[src/rtl/cdt_pkg.sv]
package cdt_pkg;

   localparam int unsigned SWITCH_W = 10;
   localparam int unsigned HUND_W = 7;
   localparam int unsigned SEC_W = 6;
   localparam int unsigned MIN_W = 6;
   localparam int unsigned SEG_W = 8;
   localparam int unsigned LED_W = 4;

   localparam logic [HUND_W-1:0] HUND_MAX = 7'd99;
   localparam logic [SEC_W-1:0] SEC_MAX = 6'd59;
   localparam logic [MIN_W-1:0] MIN_MAX = 6'd59;

   localparam logic [LED_W-1:0] LED_NONE = 4'd0;
   localparam logic [LED_W-1:0] LED_RUN = 4'd1;
   localparam logic [LED_W-1:0] LED_HUND = 4'd2;
   localparam logic [LED_W-1:0] LED_SEC = 4'd4;
   localparam logic [LED_W-1:0] LED_MIN = 4'd8;

   localparam logic [SEG_W-1:0] SEG_CODE [10] = '{
      8'hC0, 8'hF9, 8'hA4, 8'hB0, 8'h99, 8'h92, 8'h82, 8'hF8, 8'h80, 8'h90
   };

   typedef struct packed {
      logic start_level;
      logic set_hund_level;
      logic set_sec_level;
      logic set_min_level;
      logic [SWITCH_W-1:0] switch_value;
      logic tick;
   } req_word_type;

   typedef struct packed {
      logic [4*SEG_W-1:0] digits_low;
      logic [2*SEG_W-1:0] digits_high;
      logic [LED_W-1:0] leds;
      logic running;
   } rsp_word_type;

   typedef struct packed {
      logic run_flag;
      logic prev_start;
      logic [HUND_W-1:0] hundredths;
      logic [SEC_W-1:0] seconds;
      logic [MIN_W-1:0] minutes;
   } state_type;

   // two seven-segment codes for a value of 0..99, tens via multiply by 103/1024
   function automatic logic [2*SEG_W-1:0] pair_code(input logic [HUND_W-1:0] v);
      logic [13:0] prod;
      logic [3:0] tens;
      logic [HUND_W-1:0] tens_x10;
      logic [3:0] ones;
      prod = 14'(v) * 14'd103;
      tens = prod[13:10];
      tens_x10 = 7'(tens) * 7'd10;
      ones = 4'(v - tens_x10);
      return {SEG_CODE[tens], SEG_CODE[ones]};
   endfunction

endpackage

[src/rtl/cdt_if.sv]
interface cdt_req_if;
   logic valid;
   logic ready;
   logic start_level;
   logic set_hund_level;
   logic set_sec_level;
   logic set_min_level;
   logic [cdt_pkg::SWITCH_W-1:0] switch_value;
   logic tick;

   modport source (
      output valid, start_level, set_hund_level, set_sec_level, set_min_level,
         switch_value, tick,
      input ready
   );
   modport sink (
      input valid, start_level, set_hund_level, set_sec_level, set_min_level,
         switch_value, tick,
      output ready
   );
endinterface

interface cdt_rsp_if;
   logic valid;
   logic ready;
   logic [4*cdt_pkg::SEG_W-1:0] digits_low;
   logic [2*cdt_pkg::SEG_W-1:0] digits_high;
   logic [cdt_pkg::LED_W-1:0] leds;
   logic running;

   modport source (
      output valid, digits_low, digits_high, leds, running,
      input ready
   );
   modport sink (
      input valid, digits_low, digits_high, leds, running,
      output ready
   );
endinterface

[src/rtl/countdown_timer_seven_segment.sv]
// an accepted request word passes through the input register, then through the step
// logic into the response register, before it is presented as its response word
// throughput: one word per cycle, with stalls only on response backpressure
// reset (synchronous, active high): paused, start released, time 00:00.00,
// both pipeline registers empty
module countdown_timer_seven_segment (
   input logic clock,
   input logic reset,
   cdt_req_if.sink req_bus,
   cdt_rsp_if.source rsp_bus
);

   logic in_valid_ff;
   logic in_valid_in;
   cdt_pkg::req_word_type in_word_ff;
   cdt_pkg::req_word_type in_word_in;
   logic out_valid_ff;
   logic out_valid_in;
   cdt_pkg::rsp_word_type out_word_ff;
   cdt_pkg::rsp_word_type out_word_in;
   cdt_pkg::state_type state_ff;
   cdt_pkg::state_type state_in;

   cdt_pkg::state_type step_state;
   logic [cdt_pkg::LED_W-1:0] step_leds;
   logic [4*cdt_pkg::SEG_W-1:0] disp_low;
   logic [2*cdt_pkg::SEG_W-1:0] disp_high;
   logic advance;
   logic take;

   cdt_step u_step (
      .cur(state_ff),
      .word(in_word_ff),
      .nxt(step_state),
      .leds(step_leds)
   );

   cdt_display u_display (
      .cur(step_state),
      .digits_low(disp_low),
      .digits_high(disp_high)
   );

   always_comb begin
      advance = in_valid_ff && (!out_valid_ff || rsp_bus.ready);
      take = req_bus.valid && req_bus.ready;

      in_valid_in = take || (in_valid_ff && !advance);
      in_word_in = in_word_ff;
      if (take) begin
         in_word_in = '{
            start_level: req_bus.start_level,
            set_hund_level: req_bus.set_hund_level,
            set_sec_level: req_bus.set_sec_level,
            set_min_level: req_bus.set_min_level,
            switch_value: req_bus.switch_value,
            tick: req_bus.tick
         };
      end

      out_valid_in = advance || (out_valid_ff && !rsp_bus.ready);
      out_word_in = out_word_ff;
      state_in = state_ff;
      if (advance) begin
         state_in = step_state;
         out_word_in = '{
            digits_low: disp_low,
            digits_high: disp_high,
            leds: step_leds,
            running: step_state.run_flag
         };
      end
   end

   assign req_bus.ready = !in_valid_ff || advance;
   assign rsp_bus.valid = out_valid_ff;
   assign rsp_bus.digits_low = out_word_ff.digits_low;
   assign rsp_bus.digits_high = out_word_ff.digits_high;
   assign rsp_bus.leds = out_word_ff.leds;
   assign rsp_bus.running = out_word_ff.running;

   always_ff @(posedge clock) begin
      in_word_ff <= in_word_in;
      out_word_ff <= out_word_in;
      if (reset) begin
         in_valid_ff <= 1'b0;
         out_valid_ff <= 1'b0;
         state_ff <= '{
            run_flag: 1'b0,
            prev_start: 1'b1,
            hundredths: '0,
            seconds: '0,
            minutes: '0
         };
      end else begin
         in_valid_ff <= in_valid_in;
         out_valid_ff <= out_valid_in;
         state_ff <= state_in;
      end
   end

endmodule

[src/rtl/cdt_step.sv]
module cdt_step (
   input cdt_pkg::state_type cur,
   input cdt_pkg::req_word_type word,
   output cdt_pkg::state_type nxt,
   output logic [cdt_pkg::LED_W-1:0] leds
);

   always_comb begin
      nxt = cur;
      leds = cdt_pkg::LED_NONE;

      // falling edge on start toggles run
      if (!word.start_level && cur.prev_start) begin
         nxt.run_flag = !cur.run_flag;
         leds = nxt.run_flag ? cdt_pkg::LED_RUN : cdt_pkg::LED_NONE;
      end
      nxt.prev_start = word.start_level;

      // countdown with borrow, holds at zero
      if (nxt.run_flag && word.tick) begin
         if (cur.hundredths != '0) begin
            nxt.hundredths = cur.hundredths - cdt_pkg::HUND_W'(1);
         end else if (cur.seconds != '0) begin
            nxt.hundredths = cdt_pkg::HUND_MAX;
            nxt.seconds = cur.seconds - cdt_pkg::SEC_W'(1);
         end else if (cur.minutes != '0) begin
            nxt.hundredths = cdt_pkg::HUND_MAX;
            nxt.seconds = cdt_pkg::SEC_MAX;
            nxt.minutes = cur.minutes - cdt_pkg::MIN_W'(1);
         end
      end

      // saturating loads
      if (!word.set_hund_level) begin
         nxt.hundredths = (word.switch_value > cdt_pkg::SWITCH_W'(cdt_pkg::HUND_MAX)) ?
            cdt_pkg::HUND_MAX : word.switch_value[cdt_pkg::HUND_W-1:0];
         leds = cdt_pkg::LED_HUND;
      end
      if (!word.set_sec_level) begin
         nxt.seconds = (word.switch_value > cdt_pkg::SWITCH_W'(cdt_pkg::SEC_MAX)) ?
            cdt_pkg::SEC_MAX : word.switch_value[cdt_pkg::SEC_W-1:0];
         leds = cdt_pkg::LED_SEC;
      end
      if (!word.set_min_level) begin
         nxt.minutes = (word.switch_value > cdt_pkg::SWITCH_W'(cdt_pkg::MIN_MAX)) ?
            cdt_pkg::MIN_MAX : word.switch_value[cdt_pkg::MIN_W-1:0];
         leds = cdt_pkg::LED_MIN;
      end
   end

endmodule

[src/rtl/cdt_display.sv]
module cdt_display (
   input cdt_pkg::state_type cur,
   output logic [4*cdt_pkg::SEG_W-1:0] digits_low,
   output logic [2*cdt_pkg::SEG_W-1:0] digits_high
);

   always_comb begin
      digits_low = {cdt_pkg::pair_code(cdt_pkg::HUND_W'(cur.seconds)),
                    cdt_pkg::pair_code(cur.hundredths)};
      digits_high = cdt_pkg::pair_code(cdt_pkg::HUND_W'(cur.minutes));
   end

endmodule
[src/flat_wrapper.sv]
// flat-port wrapper written by rule: the top's interface ports become plain ports
module countdown_timer_seven_segment_flat 
  (clock, reset, req_bus_valid, req_bus_start_level, req_bus_set_hund_level, req_bus_set_sec_level, req_bus_set_min_level, req_bus_switch_value, req_bus_tick, req_bus_ready, rsp_bus_valid, rsp_bus_digits_low, rsp_bus_digits_high, rsp_bus_leds, rsp_bus_running, rsp_bus_ready);
  cdt_req_if req_bus_i ();
  cdt_rsp_if rsp_bus_i ();
  input logic clock;
  input logic reset;
  input wire logic [$bits(req_bus_i.valid)-1:0] req_bus_valid;
  input wire logic [$bits(req_bus_i.start_level)-1:0] req_bus_start_level;
  input wire logic [$bits(req_bus_i.set_hund_level)-1:0] req_bus_set_hund_level;
  input wire logic [$bits(req_bus_i.set_sec_level)-1:0] req_bus_set_sec_level;
  input wire logic [$bits(req_bus_i.set_min_level)-1:0] req_bus_set_min_level;
  input wire logic [$bits(req_bus_i.switch_value)-1:0] req_bus_switch_value;
  input wire logic [$bits(req_bus_i.tick)-1:0] req_bus_tick;
  output wire logic [$bits(req_bus_i.ready)-1:0] req_bus_ready;
  output wire logic [$bits(rsp_bus_i.valid)-1:0] rsp_bus_valid;
  output wire logic [$bits(rsp_bus_i.digits_low)-1:0] rsp_bus_digits_low;
  output wire logic [$bits(rsp_bus_i.digits_high)-1:0] rsp_bus_digits_high;
  output wire logic [$bits(rsp_bus_i.leds)-1:0] rsp_bus_leds;
  output wire logic [$bits(rsp_bus_i.running)-1:0] rsp_bus_running;
  input wire logic [$bits(rsp_bus_i.ready)-1:0] rsp_bus_ready;
  assign req_bus_i.valid = req_bus_valid;
  assign req_bus_i.start_level = req_bus_start_level;
  assign req_bus_i.set_hund_level = req_bus_set_hund_level;
  assign req_bus_i.set_sec_level = req_bus_set_sec_level;
  assign req_bus_i.set_min_level = req_bus_set_min_level;
  assign req_bus_i.switch_value = req_bus_switch_value;
  assign req_bus_i.tick = req_bus_tick;
  assign req_bus_ready = req_bus_i.ready;
  assign rsp_bus_valid = rsp_bus_i.valid;
  assign rsp_bus_digits_low = rsp_bus_i.digits_low;
  assign rsp_bus_digits_high = rsp_bus_i.digits_high;
  assign rsp_bus_leds = rsp_bus_i.leds;
  assign rsp_bus_running = rsp_bus_i.running;
  assign rsp_bus_i.ready = rsp_bus_ready;
  countdown_timer_seven_segment u_core (.clock(clock), .reset(reset), .req_bus(req_bus_i), .rsp_bus(rsp_bus_i));
endmodule
[config.mk]
export PLATFORM = sky130hd
export DESIGN_NAME = countdown_timer_seven_segment_flat
export DESIGN_NICKNAME = d
export VERILOG_FILES = /design/src/rtl/cdt_pkg.sv /design/src/rtl/cdt_if.sv /design/src/rtl/countdown_timer_seven_segment.sv /design/src/rtl/cdt_step.sv /design/src/rtl/cdt_display.sv /design/src/flat_wrapper.sv
export SDC_FILE = /design/constraint.sdc
export NUM_CORES = 1
export LEC_CHECK = 0
export BUFFER_PORTS_ARGS = -buffer_cell sky130_fd_sc_hd__buf_4
export CORE_UTILIZATION = 55
export DETAILED_ROUTE_END_ITERATION = 8
export HOLD_SLACK_MARGIN = 0.03
export PLACE_DENSITY_LB_ADDON = 0.05
export SYNTH_ARGS = -nofsm -noshare
export SYNTH_HDL_FRONTEND = slang
export SYNTH_HIERARCHICAL = 1
export SYNTH_SLANG_ARGS = --single-unit
[constraint.sdc]
create_clock -name clock -period 7.41 [get_ports clock]
set_clock_uncertainty 0.05 [all_clocks]
set_input_delay 1.1115 -clock clock [delete_from_list [all_inputs] [get_ports clock]]
set_output_delay 1.1115 -clock clock [all_outputs]
set_load 0.005 [all_outputs]
==> metrics.md, run 1 <==
| Metric | Value |
|---|---|
| Setup_tns | `0 ps` |
| H-tree Lvls | `3` |
| Antenna violations before repair | `0` |
| Antenna-violating nets left | `0` |
| Maximum VDD drop | `0.171 mV` |
| Vias per std cell | `5.55` |
| Post-synth EDFFs | `68` |
| Yosys top cell by area | `edfxtp_1` |
| Seq/Total Area, Yosys | `32.8%` |
| Final hold viol count | `0` |
| Synth area leaders | `edfxtp_1, ha_1, fa_1, dfxtp_1, inv_1` |
| Slew @ Worst Pin | `1080 ps` |
| Worst R2R Setup Slack | `370 ps` |
| Layout cells sized above 1 | `18.6%` |
| CP startpoint kind | `flop` |
| Syn_area_per_cell | `10.5 µm²` |
| First-pass GRT wire length | `25.6 mm` |
| Crit path time final | `7040 ps` |
| Setup violators final | `0` |
| CP endpoint kind | `flop` |
| Worst Hold Depth | `2` |
| Clock buffer depth | `2` |
| Core area | `13,400 µm²` |
| Clock root cell | `clkbuf_16` |
| Grt ovf | `0` |
| Post-layout total power | `2970 µW` |
| Outcome | `finished clean` |
| P_leak | `0.00393 µW` |
| Residual DRC | `0` |
| CTS tree | `yes` |
| Most frequent cells in the layout | `ha_1, buf_4, inv_1` |
| Vias in the first global route | `5,453` |
| Clk_lat worst skew | `350 ps` |
| Sink Count | `91` |
| Pwr dens | `339 nW/µm²` |
| Worst-path fanout max | `10` |
| Cells on worst reg2reg path | `26` |
| Detail Placement HPWL | `11.6 mm` |
| Worst setup path start | `u_core/in_word_ff[14]$_DFFE_PP_` |
| Starting density of the core | `57.0%` |
| DR vias | `5,520` |
| CTS hold repair buffers | `0` |
| Post-synthesis cell type count | `79` |
| Crit path to | `u_core/rsp_bus.digits_high[3]$_DFFE_PP_` |
| WP data required | `7540 ps` |
| Min-Delay Path Class | `flop to flop` |
| Area grow syn2layout | `14.7%` |
| Synthesized area | `7630 µm²` |
| Die footprint | `14,400 µm²` |
| Wirelength per Cell | `15.3 µm` |
| Row count | `42` |
| Syn. warnings | `6` |
| Layout Utilization | `65.3%` |
| Top cell type's share of synthesized area | `26.7%` |
| Yosys reg bits | `91` |
| Primary FF master, synth | `edfxtp_1` |
| Clk slew on worst S/H paths | `60 ps` |
| Final period util | `95.0%` |
| Post-layout nets | `972` |
| Die X | `120 µm` |
| Max_cap viols | `0` |
| HP Start | `u_core/state_ff[20]$_SDFFE_PP0P_` |
| Slew headroom | `27.9%` |
| Worst reg2reg path startpoint | `u_core/in_word_ff[14]$_DFFE_PP_` |
| Slew Limit Fails | `0` |
| Final WL | `15.3 mm` |
| Setup CP Type | `flop to flop` |
| Crit Reg-Reg Endpoint | `u_core/rsp_bus.digits_high[3]$_DFFE_PP_` |
| Syn Inst Count | `729` |
| Io pins | `74` |
| Most common cell after layout, fill and taps aside | `ha_1` |
| Final GP Congestion | `0.868` |
| Antenna cells | `0` |
| Pin count of the biggest net entering global routing | `75` |
| Post-synth ARST share | `0%` |
| Fmax | `142 MHz` |
| CTS Buf Count | `9` |
| Total GRT Usage | `22.5%` |
| Starting DRT DRC Count | `393` |
| Arr. time, crit path | `7170 ps` |
| Die height | `120 µm` |
| Port Buffer Count | `73` |
| Number of detailed-route iterations in the first pass | `5` |
layer usage:
metal | global-route usage, % | share of wire, %
met1 | 29.4 | 47
met2 | 37.8 | 48
met3 | 3.37 | 3.4
met4 | 7.97 | 1.6
met5 | 0 | 0
cell usage after synthesis (10+ instances only):
cell and number:
edfxtp_1 68, ha_1 114, xnor2_1 14, a21o_1 10, a21oi_1 33, o21ai_0 10
a31oi_1 12, nand2_1 28, mux2i_1 30, inv_1 80, dfxtp_1 23, nor3_1 19
nand3_1 16, fa_1 25, nand2b_1 46, nor2_1 42, clkbuf_1 13
report_power, final:
| part | internal [µW] | leakage (µW) | switching, µW |
|---|---|---|---|
| clock network | 225 | 0.000131 | 194 |
| logic | 799 | 0.00296 | 1010 |
| registers | 707 | 0.000840 | 35.2 |
| total | 1730 | 0.00393 | 1240 |
cells by family after synthesis:
kind of cell / after synthesis / share of synthesized area [%]
XOR/XNOR: 27 / 4.13
AO/OA/AOI/OAI: 115 / 10.4
buffers and inverters: 105 / 6.13
adder cells (fa/ha/maj): 139 / 25.2
other: 1 / 0.0491
AND/OR/NAND/NOR: 215 / 16.4
multiplexers: 36 / 4.82
flip-flops: 91 / 32.8
sequential cells by signal, indices dropped and copies added (netlist names):
| signal | cells |
|---|---|
| u_core/in_valid_ff | 1 |
| u_core/in_word_ff | 15 |
| u_core/rsp_bus.digits_high | 16 |
| u_core/rsp_bus.digits_low | 32 |
| u_core/rsp_bus.leds | 4 |
| u_core/rsp_bus.running | 1 |
| u_core/rsp_bus.valid | 1 |
| u_core/state_ff | 21 |
how the worst min path moves through the flow:
stage                                       endpoint  slack [ps]
finish              u_core/state_ff[20]$_SDFFE_PP0P_         450
global route        u_core/state_ff[20]$_SDFFE_PP0P_         490
CTS                 u_core/state_ff[20]$_SDFFE_PP0P_         460
detailed placement  u_core/state_ff[20]$_SDFFE_PP0P_         440
global placement    u_core/state_ff[20]$_SDFFE_PP0P_         420
floorplan           u_core/state_ff[20]$_SDFFE_PP0P_         400
metrics by stage:
step / cells / instance area, µm² / worst slack, ps / hold WS (ps)
after floorplan: 734 / 7650 / 447 / 399
after global placement: 978 / 8410 / 183 / 420
after detailed placement: 978 / 8410 / -53.3 / 437
after CTS: 994 / 8690 / 37.3 / 456
after global routing: 995 / 8750 / -78.8 / 485
final: 995 / 8750 / 368 / 451
critical path, cell delays in order, from the launching register on:
cell and delay (ps):
edfxtp_1 380, nor2b_1 150, ha_1 280, nor2b_2 190
buf_4 190, nand3_2 190, or4_1 490, a31oi_2 290
ha_1 290, ha_1 320, fa_1 480, ha_1 320
a21o_1 180, a21o_1 180, a21o_1 220, nor2_4 180
xnor2_2 180, inv_1 170, ha_1 220, fa_1 410
xnor2_2 170, xnor2_1 220, nand3_1 140, a21oi_1 60
a2111oi_2 380, nand4_2 280, a211oi_2 230
area by class of cell:
cell class	count	area, µm²
Sequential cell	91	2500
Clock inverter	7	42.5
Fill cell	1107	4650
Tap cell	176	220
Multi-Input combinational cell	538	4760
Inverter	80	300
Timing Repair Buffer	94	706
Clock buffer	9	225
repair_timing:
action / in CTS / in global routing
setup buffers: 0 / 1
cloned: 0 / 0
pin swaps: 1 / 2
gates resized for setup: 2 / 11
endpoints found under the setup margin: 7 / 14
No activity file was read; power rests on OpenSTA's default activity.
==> run 2: changes to the inputs <==
--- a/config.mk
+++ b/config.mk
@@ -6,7 +6,7 @@
 export NUM_CORES = 1
 export LEC_CHECK = 0
 export BUFFER_PORTS_ARGS = -buffer_cell sky130_fd_sc_hd__buf_4
-export CORE_UTILIZATION = 55
+export CORE_UTILIZATION = 25
 export DETAILED_ROUTE_END_ITERATION = 8
 export HOLD_SLACK_MARGIN = 0.03
 export PLACE_DENSITY_LB_ADDON = 0.05
==> run 2 against run 1 <==
Cell count increased by 22%. First-iteration DRC count decreased by 31%. Largest power group unchanged. Sequential power about the same.
==> metrics.md, run 2 (synthesis gave the netlist of run 1 again) <==
| Metric | Value |
|---|---|
| Multi-input gate area | `4750 µm² (was 4760 µm²)` |
| Pin count of the biggest net entering global routing | `75 (unchanged)` |
| Finished Layout Cells | `1,216 (was 995)` |
| Clk slew on worst S/H paths | `80 ps (was 60 ps)` |
| Grt ovf | `0 (unchanged)` |
| Min-Delay Path Class | `flop to flop (unchanged)` |
| H-tree Lvls | `3 (unchanged)` |
| Pint | `1770 µW (was 1730 µW)` |
| Starting DRT DRC Count | `272 (was 393)` |
| HP Start | `u_core/state_ff[20]$_SDFFE_PP0P_ (unchanged)` |
| Final hold viol count | `0 (unchanged)` |
| WP data required | `7460 ps (was 7540 ps)` |
| Crit path time final | `6950 ps (was 7040 ps)` |
| Worst-path fanout max | `9 (was 10)` |
| Switching share of power | `42.3% (was 41.7%)` |
| Worst setup path start | `u_core/in_word_ff[14]$_DFFE_PP_ (unchanged)` |
| DR vias | `5,441 (was 5,520)` |
| Layout Utilization | `30.4% (was 65.3%)` |
| Core area | `29,900 µm² (was 13,400 µm²)` |
| CP endpoint kind | `flop (unchanged)` |
| Critical path's largest stage delay | `500 ps (was 490 ps)` |
| Worst reg2reg path startpoint | `u_core/in_word_ff[14]$_DFFE_PP_ (unchanged)` |
| Die footprint | `31,200 µm² (was 14,400 µm²)` |
| Setup violators final | `0 (unchanged)` |
| Row count | `63 (was 42)` |
| RSZ-0062 raised after global routing | `no` |
| Clock buffer depth | `2 (unchanged)` |
| Setup_tns | `0 ps (unchanged)` |
| Maximum VDD drop | `0.107 mV (was 0.171 mV)` |
| Antenna violations before repair | `0 (unchanged)` |
| Most common cell after layout, fill and taps aside | `ha_1 (unchanged)` |
| Wirelength per Cell | `14.6 µm (was 15.3 µm)` |
| Comb power frac | `60.5% (was 60.9%)` |
| Clock root cell | `clkbuf_16 (unchanged)` |
| Slew @ Worst Pin | `1130 ps (was 1080 ps)` |
| Port Buffer Count | `73 (unchanged)` |
| Vias in the first global route | `5,632 (was 5,453)` |
| Sequential share of power | `24.3% (was 25.0%)` |
| Final WL | `17.7 mm (was 15.3 mm)` |
| CTS hold repair buffers | `0 (unchanged)` |
| Vias per std cell | `4.47 (was 5.55)` |
| Outcome | `finished clean (unchanged)` |
| Total GRT Usage | `11.9% (was 22.5%)` |
| Worst Hold Depth | `2 (unchanged)` |
| Residual DRC | `0 (unchanged)` |
| First-pass GRT wire length | `29.2 mm (was 25.6 mm)` |
| Die X | `177 µm (was 120 µm)` |
| Number of detailed-route iterations in the first pass | `4 (was 5)` |
| Register area | `2500 µm² (unchanged)` |
| Fillers | `3,057 (was 1,107)` |
| Layout cells sized above 1 | `19.2% (was 18.6%)` |
| Placed Cells | `1,198 (was 978)` |
| Clock network fraction of total power | `15.2% (was 14.1%)` |
| Slew headroom | `24.6% (was 27.9%)` |
| CP max-delay cell | `or4b_1 (was or4_1)` |
| Post-layout nets | `979 (was 972)` |
| Antenna-violating nets left | `0 (unchanged)` |
| Slew Limit Fails | `0 (unchanged)` |
| Most frequent cells in the layout | `ha_1, buf_4, inv_1 (unchanged)` |
| Fmax | `144 MHz (was 142 MHz)` |
| CP startpoint kind | `flop (unchanged)` |
| Final GP Congestion | `0.776 (was 0.868)` |
| Starting density of the core | `25.6% (was 57.0%)` |
| Io pins | `74 (unchanged)` |
| Die height | `177 µm (was 120 µm)` |
| Pwr dens | `338 nW/µm² (was 339 nW/µm²)` |
| Cells on worst reg2reg path | `28 (was 26)` |
| Setup CP Type | `flop to flop (unchanged)` |
| CTS tree | `yes (unchanged)` |
| Final period util | `93.8% (was 95.0%)` |
| Most common cell on crit path | `ha_1 (unchanged)` |
| Antenna cells | `0 (unchanged)` |
| Post-layout total power | `3070 µW (was 2970 µW)` |
| P_leak | `0.00396 µW (was 0.00393 µW)` |
| Detail Placement HPWL | `13.6 mm (was 11.6 mm)` |
| Sw Pwr | `1300 µW (was 1240 µW)` |
| Max_cap viols | `0 (unchanged)` |
| Clk_lat worst skew | `360 ps (was 350 ps)` |
| Sink Count | `91 (unchanged)` |
| Largest register FFs | `32 (unchanged)` |
| Arr. time, crit path | `7000 ps (was 7170 ps)` |
| CTS Buf Count | `9 (unchanged)` |
| Area grow syn2layout | `19.0% (was 14.7%)` |
## run 2: final cells by class
class | instances | share of cell area [%]
Clock inverter | 5 | 0.509
Multi-Input combinational cell | 538 | 52.3
Tap cell | 390 | 5.37
Clock buffer | 11 | 2.67
Sequential cell | 91 | 27.5
Timing Repair Buffer | 101 | 8.34
Inverter | 80 | 3.30
## run 2: worst paths after layout
| path | end | slack, ps |
|---|---|---|
| min | u_core/state_ff[20]$_SDFFE_PP0P_ | 430 |
| max reg2reg | u_core/rsp_bus.digits_low[20]$_DFFE_PP_ | 460 |
| min reg2reg | u_core/state_ff[20]$_SDFFE_PP0P_ | 430 |
| max | u_core/rsp_bus.digits_low[20]$_DFFE_PP_ | 460 |
## run 2: metal layers
metal  vias to the layer above  wire, µm  share of wire, %  global-route usage, %
met5                         -         0                 0                      0
met4                         0       227               1.3                   3.30
met3                        14       486               2.7                   2.00
met2                        89      8010                45                   19.1
met1                      2572      9020                51                   16.2
li1                       2766         -                 -                      -
## run 2: through the flow
stage          hold WS, ps  worst slack [ps]  instance area [µm²]
2_1_floorplan          399               447                 7650
3_3_place_gp           418               175                 8720
3_5_place_dp           422               155                 8720
4_1_cts                435               110                 9010
5_1_grt                466              10.7                 9090
6_report               435               463                 9090
## run 2: critical path: cells and delay by family (launching register included)
kind / cells / cell delay (ps)
buffers and inverters: 4 / 470
adders and majority gates: 7 / 2420
DFF: 1 / 400
and+or+nand+nor: 8 / 1560
xor gates and xnor gates: 3 / 710
AOI/OAI and AO/OA: 6 / 1060
## run 2: power groups by stage
stage	clock (µW)	sequential, µW	combinational, µW
final	467	745	1860
after global routing	503	756	2130
after detailed placement	0	759	1810
after global placement	0	757	1810
after floorplan	0	754	1290
after CTS	487	748	1830
## run 2: repair_timing
| item | 4_1_cts | 5_1_grt |
|---|---|---|
| endpoints found under the setup margin | 0 | 14 |
| hold endpoints to repair | 0 | 0 |
| resized for setup | 0 | 13 |
| setup buffers | 0 | 2 |
==> run 3: changes to the inputs <==
--- a/config.mk
+++ b/config.mk
@@ -6,6 +6,7 @@
 export NUM_CORES = 1
 export LEC_CHECK = 0
 export BUFFER_PORTS_ARGS = -buffer_cell sky130_fd_sc_hd__buf_4
+export CORE_ASPECT_RATIO = 1.25
 export CORE_UTILIZATION = 25
 export DETAILED_ROUTE_END_ITERATION = 8
 export HOLD_SLACK_MARGIN = 0.03
==> run 3 against run 2 <==
Utilization decreased by 0.091 points. Register-to-register slack got worse by 60 ps. Cell area increased by 0.21%. Die area about the same. First-iteration DRC count decreased by 33%. Setup slack got worse by 63 ps. Clock power increased by 3%. Worst hold slack got worse by 8.5 ps. Sequential cell count unchanged.
==> metrics.md, run 3 (synthesis gave the netlist of run 1 again) <==
| Metric | Value |
|---|---|
| Total GRT Usage | `11.9% (about the same)` |
| Pin count of the biggest net entering global routing | `75 (unchanged)` |
| Wirelength per Cell | `14.5 µm (was 14.6 µm)` |
| Most frequent cells in the layout | `ha_1, buf_4, inv_1 (unchanged)` |
| Fmax | `143 MHz (was 144 MHz)` |
| Setup CP Type | `flop to flop (unchanged)` |
| Maximum VDD drop | `0.136 mV (was 0.107 mV)` |
| M2 GR Usage | `21.8% (was 19.1%)` |
| Final Cell Area | `9110 µm² (was 9090 µm²)` |
| CTS Buf Count | `9 (unchanged)` |
| Most common cell on crit path | `ha_1 (unchanged)` |
| Setup violators final | `0 (unchanged)` |
| Starting density of the core | `25.4% (was 25.6%)` |
| Pint | `1800 µW (was 1770 µW)` |
| Switching share of power | `41.1% (was 42.3%)` |
| Largest register FFs | `32 (unchanged)` |
| Antenna violations before repair | `0 (unchanged)` |
| Post-layout nets | `981 (was 979)` |
| CTS hold repair buffers | `0 (unchanged)` |
| Crit path time final | `7010 ps (was 6950 ps)` |
| First-pass GRT wire length | `28.6 mm (was 29.2 mm)` |
| Busiest grt layer | `met2 (unchanged)` |
| Die footprint | `31,200 µm² (about the same)` |
| Worst-path fanout max | `9 (unchanged)` |
| Sw Pwr | `1260 µW (was 1300 µW)` |
| Grt ovf | `0 (unchanged)` |
| Clock buffer depth | `2 (unchanged)` |
| Sequential share of power | `24.3% (about the same)` |
| Slew @ Worst Pin | `1100 ps (was 1130 ps)` |
| Most common cell after layout, fill and taps aside | `ha_1 (unchanged)` |
| Comb power frac | `60.0% (was 60.5%)` |
| Clock network fraction of total power | `15.7% (was 15.2%)` |
| Port Buffer Count | `73 (unchanged)` |
| Antenna-violating nets left | `0 (unchanged)` |
| Worst R2R Setup Slack | `400 ps (was 460 ps)` |
| Outcome | `finished clean (unchanged)` |
| Area grow syn2layout | `19.3% (was 19.0%)` |
| Final period util | `94.6% (was 93.8%)` |
| CP Cell Sequence | `or4_1, nor3b_1, o32a_1, o31a_1, ha_1, ha_1, fa_1, ha_1, a21o_1, a21o_1, a21o_1, nor2_1, xnor2_1, inv_2, ha_1, fa_1, xnor2_2, xnor2_2, nand3_1, a21oi_1, a2111oi_2, nand4_2, buf_4, a211oi_2` |
| Clock root cell | `clkbuf_16 (unchanged)` |
| Row count | `71 (was 63)` |
| Slew headroom | `27.0% (was 24.6%)` |
| CP max-delay cell | `or4_1 (was or4b_1)` |
| Arr. time, crit path | `7150 ps (was 7000 ps)` |
| Die height | `197 µm (was 177 µm)` |
| CTS tree | `yes (unchanged)` |
| WP data required | `7550 ps (was 7460 ps)` |
| Detail Placement HPWL | `14.1 mm (was 13.6 mm)` |
| Residual DRC | `0 (unchanged)` |
| Antenna cells | `0 (unchanged)` |
| Hold WS | `426 ps (was 435 ps)` |
| M3 GR Usage | `1.89% (was 2.00%)` |
| Min-Delay Path Class | `flop to flop (unchanged)` |
| Number of detailed-route iterations in the first pass | `4 (unchanged)` |
| Final WL | `17.9 mm (was 17.7 mm)` |
| CP endpoint kind | `flop (unchanged)` |
| Starting DRT DRC Count | `181 (was 272)` |
| Critical path's largest stage delay | `740 ps (was 500 ps)` |
| DR vias | `5,536 (was 5,441)` |
| Clk slew on worst S/H paths | `70 ps (was 80 ps)` |
| Layout cells sized above 1 | `19.0% (was 19.2%)` |
| Slew Limit Fails | `0 (unchanged)` |
| Vias per std cell | `4.50 (was 4.47)` |
| Pwr dens | `336 nW/µm² (was 338 nW/µm²)` |
| P_leak | `0.00396 µW (about the same)` |
| Sink Count | `91 (unchanged)` |
| H-tree Lvls | `3 (unchanged)` |
| Max_cap viols | `0 (unchanged)` |
| CP startpoint kind | `flop (unchanged)` |
| Vias in the first global route | `5,473 (was 5,632)` |
| Io pins | `74 (unchanged)` |
| Core area | `30,000 µm² (was 29,900 µm²)` |
| M1 GR Usage | `13.7% (was 16.2%)` |
| Clk_lat worst skew | `360 ps (about the same)` |
| Final GP Congestion | `0.791 (was 0.776)` |
| Die X | `158 µm (was 177 µm)` |
| Final hold viol count | `0 (unchanged)` |
| DP Area | `8750 µm² (was 8720 µm²)` |
| Fillers | `3,174 (was 3,057)` |
run 3: stage by stage:
| stage | std cells | util [%] | total power [µW] | setup slack, ps | TNS, ps |
|---|---|---|---|---|---|
| floorplan | 734 | - | 2050 | 447 | 0 |
| global placement | 1211 | 29.1 | 2560 | 234 | 0 |
| detailed placement | 1211 | 29.1 | 2580 | 29.6 | 0 |
| CTS | 1227 | 30.2 | 3080 | 19.5 | 0 |
| global route | 1229 | 30.3 | 3380 | -2.01 | -2.01 |
| finish | 1229 | 30.3 | 3060 | 400 | 0 |
run 3: layout make-up:
class,instances,area [µm²],area share (%)
clock buffers,11,243,2.67
clock inverters,5,61.3,0.673
inverters,80,300,3.30
multi-input cells,538,4720,51.9
flip-flops and latches,91,2500,27.5
well taps,401,502,5.51
repair buffers,103,773,8.49
run 3: timing repair:
action / CTS / global route
resized for setup: 0 / 7
buffers inserted: 0 / 2
endpoints found under the setup margin: 0 / 15
run 3: worst max-delay path, delay by kind of cell (launching register included):
family / cells / cell delay [ps]
AOI/OAI and AO/OA: 8 / 1840
xor gates and xnor gates: 3 / 580
and+or+nand+nor: 5 / 1550
buffers and inverters: 2 / 300
adders and majority gates: 6 / 2100
DFF: 1 / 400
run 3: per-layer routing:
layer  vias up  wire length [µm]
li1       2780                 -
met1      2664              7480
met2        79              9680
met3        13               479
met4         0               238
met5         -                 0
run 3: final timing paths:
path                                                       start                                 endpoint  cells after the start
worst max-delay path              u_core/in_word_ff[8]$_DFFE_PP_  u_core/rsp_bus.digits_high[3]$_DFFE_PP_                     24
worst min-delay path            u_core/state_ff[20]$_SDFFE_PP0P_         u_core/state_ff[20]$_SDFFE_PP0P_                      2
worst min register to register  u_core/state_ff[20]$_SDFFE_PP0P_         u_core/state_ff[20]$_SDFFE_PP0P_                      2
worst max register to register    u_core/in_word_ff[8]$_DFFE_PP_  u_core/rsp_bus.digits_high[3]$_DFFE_PP_                     24
run 3: power by group through the flow:
stage / Clock, µW / Combinational, µW / Sequential (µW)
floorplan: 0 / 1290 / 754
global placement: 0 / 1800 / 759
detailed placement: 0 / 1820 / 759
CTS: 503 / 1830 / 748
global route: 518 / 2100 / 756
finish: 480 / 1830 / 744
